`config.mk`:
```
export PLATFORM = sky130hd
export DESIGN_NAME = utf8_to_cp437_decoder_core_flat
export DESIGN_NICKNAME = d
export VERILOG_FILES = /design/src/rtl/core/u8cp_pkg.sv /design/src/rtl/core/u8cp_in_if.sv /design/src/rtl/core/u8cp_out_if.sv /design/src/rtl/core/u8cp_map.sv /design/src/rtl/core/u8cp_dec.sv /design/src/rtl/core/utf8_to_cp437_decoder_core.sv /design/src/flat_wrapper.sv
export SDC_FILE = /design/constraint.sdc
export NUM_CORES = 1
export LEC_CHECK = 0
export BUFFER_PORTS_ARGS = -buffer_cell sky130_fd_sc_hd__buf_2
export CORE_MARGIN = 4
export CORE_UTILIZATION = 55
export DETAILED_ROUTE_END_ITERATION = 8
export PLACE_DENSITY = 0.75
export SLEW_MARGIN = 40
export SYNTH_ARGS = -nofsm -noshare
export SYNTH_HDL_FRONTEND = slang
export SYNTH_SLANG_ARGS = --single-unit
```
`constraint.sdc`:
```
create_clock -name clk_i -period 4.74 [get_ports clk_i]
set_input_delay 0.474 -clock clk_i [delete_from_list [all_inputs] [get_ports clk_i]]
set_output_delay 0.474 -clock clk_i [all_outputs]
set_load 0.02 [all_outputs]
```
`src/rtl/core/u8cp_pkg.sv`:
```
package u8cp_pkg;

  localparam int unsigned CpW   = 21;
  localparam int unsigned PendW = 2;
  localparam int unsigned ByteW = 8;

  // Code points with a fixed fallback byte, checked before the table.
  localparam logic [CpW-1:0]   CpBrokenBar = 21'h0000A6;
  localparam logic [ByteW-1:0] ChBrokenBar = 8'h7C;
  localparam logic [CpW-1:0]   CpSection   = 21'h0000A7;
  localparam logic [ByteW-1:0] ChSection   = 8'h15;
  localparam logic [CpW-1:0]   CpPilcrow   = 21'h0000B6;
  localparam logic [ByteW-1:0] ChPilcrow   = 8'h14;
  localparam logic [CpW-1:0]   CpATilde    = 21'h0000E3;
  localparam logic [ByteW-1:0] ChATilde    = 8'h83;

  // Number of continuation bytes announced by each lead form.
  localparam logic [PendW-1:0] PendTwoByte   = 2'd1;
  localparam logic [PendW-1:0] PendThreeByte = 2'd2;
  localparam logic [PendW-1:0] PendFourByte  = 2'd3;

  localparam int unsigned UpperN = 128;

  // Unicode code point for each byte of the upper half, 0x80 upward.
  localparam logic [15:0] UpperHalf [UpperN] = '{
    16'h00C7, 16'h00FC, 16'h00E9, 16'h00E2, 16'h00E4, 16'h00E0, 16'h00E5, 16'h00E7,
    16'h00EA, 16'h00EB, 16'h00E8, 16'h00EF, 16'h00EE, 16'h00EC, 16'h00C4, 16'h00C5,
    16'h00C9, 16'h00E6, 16'h00C6, 16'h00F4, 16'h00F6, 16'h00F2, 16'h00FB, 16'h00F9,
    16'h00FF, 16'h00D6, 16'h00DC, 16'h00A2, 16'h00A3, 16'h00A5, 16'h20A7, 16'h0192,
    16'h00E1, 16'h00ED, 16'h00F3, 16'h00FA, 16'h00F1, 16'h00D1, 16'h00AA, 16'h00BA,
    16'h00BF, 16'h2310, 16'h00AC, 16'h00BD, 16'h00BC, 16'h00A1, 16'h00AB, 16'h00BB,
    16'h2591, 16'h2592, 16'h2593, 16'h2502, 16'h2524, 16'h2561, 16'h2562, 16'h2556,
    16'h2555, 16'h2563, 16'h2551, 16'h2557, 16'h255D, 16'h255C, 16'h255B, 16'h2510,
    16'h2514, 16'h2534, 16'h252C, 16'h251C, 16'h2500, 16'h253C, 16'h255E, 16'h255F,
    16'h255A, 16'h2554, 16'h2569, 16'h2566, 16'h2560, 16'h2550, 16'h256C, 16'h2567,
    16'h2568, 16'h2564, 16'h2565, 16'h2559, 16'h2558, 16'h2552, 16'h2553, 16'h256B,
    16'h256A, 16'h2518, 16'h250C, 16'h2588, 16'h2584, 16'h258C, 16'h2590, 16'h2580,
    16'h03B1, 16'h00DF, 16'h0393, 16'h03C0, 16'h03A3, 16'h03C3, 16'h00B5, 16'h03C4,
    16'h03A6, 16'h0398, 16'h03A9, 16'h03B4, 16'h221E, 16'h03C6, 16'h03B5, 16'h2229,
    16'h2261, 16'h00B1, 16'h2265, 16'h2264, 16'h2320, 16'h2321, 16'h00F7, 16'h2248,
    16'h00B0, 16'h2219, 16'h00B7, 16'h221A, 16'h207F, 16'h00B2, 16'h25A0, 16'h00A0
  };

  // What one decode step produces for the output register.
  typedef struct packed {
    logic             emit;
    logic [ByteW-1:0] out_char;
    logic             end_of_string;
  } u8cp_res_t;

endpackage

```
`src/rtl/core/u8cp_in_if.sv`:
```
interface u8cp_in_if;
  import u8cp_pkg::*;

  logic             valid;
  logic             ready;
  logic [ByteW-1:0] in_byte;

  modport source (output valid, output in_byte, input ready);
  modport sink (input valid, input in_byte, output ready);
endinterface

```
`src/rtl/core/u8cp_out_if.sv`:
```
interface u8cp_out_if;
  import u8cp_pkg::*;

  logic             valid;
  logic             ready;
  logic [ByteW-1:0] out_char;
  logic             end_of_string;

  modport source (output valid, output out_char, output end_of_string, input ready);
  modport sink (input valid, input out_char, input end_of_string, output ready);
endinterface

```
`src/rtl/core/u8cp_map.sv`:
```
module u8cp_map
  import u8cp_pkg::*;
(
  input  logic [CpW-1:0]   cp_i,
  output logic [ByteW-1:0] char_o
);

  logic [ByteW-1:0] table_hit;

  // Walk downward so the lowest matching byte wins.
  always_comb begin
    table_hit = '0;
    for (int k = UpperN - 1; k >= 0; k--) begin
      if (cp_i == {5'b0, UpperHalf[k]}) begin
        table_hit = ByteW'(UpperN + k);
      end
    end
  end

  always_comb begin
    if (cp_i < CpW'(UpperN)) begin
      char_o = cp_i[ByteW-1:0];
    end else if (cp_i == CpBrokenBar) begin
      char_o = ChBrokenBar;
    end else if (cp_i == CpSection) begin
      char_o = ChSection;
    end else if (cp_i == CpPilcrow) begin
      char_o = ChPilcrow;
    end else if (cp_i == CpATilde) begin
      char_o = ChATilde;
    end else begin
      char_o = table_hit;
    end
  end

endmodule

```
`src/rtl/core/u8cp_dec.sv`:
```
module u8cp_dec
  import u8cp_pkg::*;
(
  input  logic             clk_i,
  input  logic             rst_ni,
  input  logic             step_i,
  input  logic [ByteW-1:0] byte_i,
  output u8cp_res_t        res_o
);

  logic [CpW-1:0]   cp_q, cp_d;
  logic [PendW-1:0] pend_q, pend_d;
  logic [CpW-1:0]   cp_next;
  logic [ByteW-1:0] mapped;

  assign cp_next = {cp_q[CpW-7:0], byte_i[5:0]};

  u8cp_map u_map (
    .cp_i  (cp_next),
    .char_o(mapped)
  );

  always_comb begin
    cp_d   = '0;
    pend_d = '0;
    res_o  = '0;
    if (byte_i == '0) begin
      // Terminator: pending sequence is abandoned and the end marker goes out.
      res_o.emit          = 1'b1;
      res_o.end_of_string = 1'b1;
    end else if (pend_q != '0 && byte_i[7:6] == 2'b10) begin
      pend_d = pend_q - PendW'(1);
      if (pend_q == PendW'(1)) begin
        res_o.emit     = (mapped != '0);
        res_o.out_char = mapped;
      end else begin
        cp_d = cp_next;
      end
    end else begin
      // Lead byte, including one that breaks a pending sequence.
      if (byte_i[7] == 1'b0) begin
        res_o.emit     = 1'b1;
        res_o.out_char = byte_i;
      end else if (byte_i[7:5] == 3'b110) begin
        cp_d   = CpW'(byte_i[4:0]);
        pend_d = PendTwoByte;
      end else if (byte_i[7:4] == 4'b1110) begin
        cp_d   = CpW'(byte_i[3:0]);
        pend_d = PendThreeByte;
      end else if (byte_i[7:3] == 5'b11110) begin
        cp_d   = CpW'(byte_i[2:0]);
        pend_d = PendFourByte;
      end
    end
  end

  always_ff @(posedge clk_i or negedge rst_ni) begin
    if (!rst_ni) begin
      cp_q   <= '0;
      pend_q <= '0;
    end else if (step_i) begin
      cp_q   <= cp_d;
      pend_q <= pend_d;
    end
  end

endmodule

```
`src/rtl/core/utf8_to_cp437_decoder_core.sv`:
```
// UTF-8 to code page 437 transcoder.
//
// in_i carries one UTF-8 byte per word; out_o carries one CP437 character
// per word, or the end marker (out_char zero, end_of_string high) that a
// zero input byte produces. Both channels move a word when valid and ready
// are high at a rising edge. Bytes that complete nothing, invalid lead bytes
// and code points without a CP437 equivalent produce no output word.
//
// A byte is captured in an input register, then decoded and mapped against
// the partial code point once the output register can take a word, and lands
// in the output register. The decode and the 128-entry table compare are
// combinational logic between the two registers, so one byte is accepted
// per cycle for as long as out_o keeps up.
//
// When out_o stalls with a word held, the input register can still hold one
// more byte; in_i.ready then drops until the output register empties.
// Reset empties both registers and clears the partial code point and the
// count of pending continuation bytes.
module utf8_to_cp437_decoder_core
  import u8cp_pkg::*;
(
  input  logic        clk_i,
  input  logic        rst_ni,
  u8cp_in_if.sink     in_i,
  u8cp_out_if.source  out_o
);

  logic             in_valid_q;
  logic [ByteW-1:0] in_byte_q;
  logic             out_valid_q;
  logic [ByteW-1:0] out_char_q;
  logic             out_eos_q;
  logic             step;
  u8cp_res_t        res;

  assign step       = in_valid_q && (!out_valid_q || out_o.ready);
  assign in_i.ready = !in_valid_q || step;

  u8cp_dec u_dec (
    .clk_i (clk_i),
    .rst_ni(rst_ni),
    .step_i(step),
    .byte_i(in_byte_q),
    .res_o (res)
  );

  always_ff @(posedge clk_i or negedge rst_ni) begin
    if (!rst_ni) begin
      in_valid_q  <= 1'b0;
      out_valid_q <= 1'b0;
    end else begin
      if (in_i.ready) begin
        in_valid_q <= in_i.valid;
      end
      if (step) begin
        out_valid_q <= res.emit;
      end else if (out_o.ready) begin
        out_valid_q <= 1'b0;
      end
    end
  end

  always_ff @(posedge clk_i) begin
    if (in_i.ready && in_i.valid) begin
      in_byte_q <= in_i.in_byte;
    end
    if (step && res.emit) begin
      out_char_q <= res.out_char;
      out_eos_q  <= res.end_of_string;
    end
  end

  assign out_o.valid         = out_valid_q;
  assign out_o.out_char      = out_char_q;
  assign out_o.end_of_string = out_eos_q;

endmodule

```
`src/flat_wrapper.sv`:
```
// flat-port wrapper written by rule: the top's interface ports become plain ports
module utf8_to_cp437_decoder_core_flat import u8cp_pkg::*;
  (clk_i, rst_ni, in_i_valid, in_i_in_byte, in_i_ready, out_o_valid, out_o_out_char, out_o_end_of_string, out_o_ready);
  u8cp_in_if in_i_i ();
  u8cp_out_if out_o_i ();
  input  logic clk_i;
  input  logic rst_ni;
  input wire logic [$bits(in_i_i.valid)-1:0] in_i_valid;
  input wire logic [$bits(in_i_i.in_byte)-1:0] in_i_in_byte;
  output wire logic [$bits(in_i_i.ready)-1:0] in_i_ready;
  output wire logic [$bits(out_o_i.valid)-1:0] out_o_valid;
  output wire logic [$bits(out_o_i.out_char)-1:0] out_o_out_char;
  output wire logic [$bits(out_o_i.end_of_string)-1:0] out_o_end_of_string;
  input wire logic [$bits(out_o_i.ready)-1:0] out_o_ready;
  assign in_i_i.valid = in_i_valid;
  assign in_i_i.in_byte = in_i_in_byte;
  assign in_i_ready = in_i_i.ready;
  assign out_o_valid = out_o_i.valid;
  assign out_o_out_char = out_o_i.out_char;
  assign out_o_end_of_string = out_o_i.end_of_string;
  assign out_o_i.ready = out_o_ready;
  utf8_to_cp437_decoder_core u_core (.clk_i(clk_i), .rst_ni(rst_ni), .in_i(in_i_i), .out_o(out_o_i));
endmodule
```
==> flow_summary.json <==
{
  "cts_hold_buf": 0,
  "cap_violations": 0,
  "ios": 23,
  "final_cell_mix": "nand2_1 (48), buf_4 (43), nor2_1 (36)",
  "slew-limit-headroom": 0.389,
  "drt-total-wl_mm": 18.2,
  "antenna_left": 0,
  "synth_area_mm2": 0.00433,
  "vias": 5528,
  "outcome": "finished, final reports clean",
  "drv_slew": 0,
  "r2r_start": "u_core.in_byte_q[3]",
  "synth_largest_area_cell": "edfxtp_1",
  "finalCritPeriodShare": 0.841,
  "hp-class": "in -> async",
  "cts-resized-gates": 0,
  "crit_path_end_kind": "register",
  "yosysUniqueCellTypes": 79,
  "die_h_um": 96.7,
  "synth_nets": 575,
  "cp_slowest_cell": "a2111oi_1",
  "rows": 32,
  "final_common_cell": "nand2_1",
  "critPathMaxStageDelay_ps": 840,
  "synth_edf_count": 17,
  "grt_pass1_vias": 4989,
  "antenna_found_initial": 1,
  "placed_area_mm2": 0.00466,
  "syn_inst": 561,
  "tns_ps": 0,
  "synth_async_sr_flop_share": 0.528,
  "startpoint": "u_core.in_byte_q[3]",
  "initial_core_util": 0.563,
  "routedWlPerCell_um": 26.7,
  "tightest_slew_ps": 914,
  "worstRegToRegCells": 10,
  "core_mm2": 0.00769,
  "port_buffers": 22,
  "power_density_mw_per_mm2": 242,
  "area_growth_pct": 9.98,
  "cpMostUsedCell": "nand3_1",
  "fin_crit_ps": 3990,
  "grt_usage": 0.372,
  "grt_pass1_wl_mm": 28.0,
  "gp_congestion": 1.26,
  "numCtsBuffers": 5,
  "crit_fanout": 13,
  "startpoint_type": "register",
  "numClockSinks": 36,
  "root_buffer": "clkbuf_8",
  "crit_chain": "buf_4 -> and4b_1 -> nand3_1 -> nor2_1 -> a2111oi_1 -> nand3_1 -> nor4_1 -> nand4_1 -> nor4b_2 -> a211oi_2",
  "cts_tree": "done",
  "synth_flop_cell": "dfrtp_1",
  "postCtsSetupBuffers": 0,
  "synth.yosys.seq_area_share": 0.228,
  "grt_overflow": 0,
  "clk_path_buf_depth": 2,
  "dr.pass1.iters": 9,
  "rsz0062_at_grt": "false",
  "grt_max_degree": 49,
  "setup.worst_path.class": "reg -> reg",
  "finalSetupViolCount": 0,
  "cp.arrival_ps": 3990,
  "fin_skew_ps": 7.31,
  "hpwlAfterDp_mm": 12.9,
  "avgSynthCellArea_um2": 7.71,
  "ys_ff_latch": 36,
  "htreeDepth": 2,
  "cp.required_ps": 4750,
  "die_x_um": 96.7,
  "clk_pin_slew_ps": 80,
  "hold_violations": 0,
  "diodes": 0,
  "fin_nets": 591,
  "post-route-cell-area_mm2": 0.00476,
  "clock_latency_ps": 300,
  "first_iter_violations": 1285,
  "final_layout_size_suffix_gt1_frac": 0.163,
  "dieArea_mm2": 0.00935,
  "vdd_drop_max_v": 0.000252,
  "p_leak_nw": 1.68,
  "netlist.area_leader.share": 0.118,
  "route.detailed.drc": 0,
  "drt-vias-per-instance": 8.13,
  "yosysWarnings": 0,
  "synthTopCellsByArea": "edfxtp_1 (12%), dfrtp_1 (11%), nand2_1 (4.2%)",
  "fmax_mhz": 251
}
[state kept, by name (all words and copies together) (netlist names)]
name                        cells
u_core.out_o.end_of_string      1
u_core.u_dec.pend_q             2
u_core.in_byte_q                8
u_core.u_dec.cp_q              15
u_core.in_valid_q               1
u_core.out_o.valid              1
u_core.out_o.out_char           8
[layout make-up]
cell class,count,area [µm²]
sequential,36,986
clock inverter,3,18.8
fill,676,2930
clock buffer,5,68.8
timing repair buffer,68,493
multi-input combinational,454,3020
inverter,12,45.0
tap,102,128
[Yosys cell counts, types with 6 or more instances]
cell type  count
o21ai_0       29
nand2b_1      12
nand2_1       48
a32oi_1        9
o32ai_1        8
or3_1          7
nor4b_1        9
clkbuf_1      23
a21oi_1       21
buf_2         20
nand4_1       17
buf_4          8
nor3_1        20
nor2_1        36
a31oi_1       17
o22ai_1       21
nand3_1       19
dfrtp_1       19
nor2b_1       12
nor4_1        17
a22o_1        14
a22oi_1        6
inv_1         10
edfxtp_1      17
nor4bb_1      12
[cell families (layout without fill, tap and decap cells)]
logic type,Yosys count,in the layout,share of synthesized area
buf+inv,71,88,0.0801
simple gates,262,262,0.369
mux,2,2,0.00463
fa+ha+maj,2,2,0.00578
xor+xnor,6,6,0.0122
compound gates,182,182,0.300
flops,36,36,0.228
[per-layer routing]
layer | GRT usage | wire length [µm] | up-vias
met5 | 0 | 0 | -
li1 | - | - | 2294
met1 | 0.493 | 6410 | 2472
met3 | 0.106 | 2790 | 174
met4 | 0.201 | 1430 | 0
met2 | 0.544 | 7520 | 588
[power by group]
part / switching (W) / internal (W)
registers: 0.0000418 / 0.000357
logic: 0.000355 / 0.000172
clock network: 0.000123 / 0.000103
[through the flow]
stage | power [W] | std cells | setup WS [ps] | hold WS [ps] | util
floorplan | 0.000735 | 561 | 1250 | 178 | -
global placement | 0.000893 | 672 | 719 | 425 | 0.606
detailed placement | 0.000894 | 672 | 924 | 429 | 0.607
CTS | 0.00112 | 680 | 904 | 107 | 0.618
global route | 0.00120 | 680 | 551 | 122 | 0.619
finish | 0.00115 | 680 | 755 | 101 | 0.619
[worst paths after layout]
path / end / slack [ps]
worst min-delay path: u_core.out_o.valid / 100
worst max register to register: u_core.out_o.out_char[4] / 750
max in group asynchronous: u_core.u_dec.cp_q[1] / 4330
worst max-delay path: u_core.out_o.out_char[4] / 750
worst min register to register: u_core.u_dec.cp_q[10] / 520
min in group clk_i: u_core.in_byte_q[5] / 350
[worst max-delay path: cells and delay by family, from the launching register on]
kind	cells	cell delay (ps)
and+or+nand+nor	7	1780
buffers and inverters	1	290
AOI/OAI and AO/OA	2	1030
DFF	1	590
Note: power is estimated with default switching activity, not from simulation.
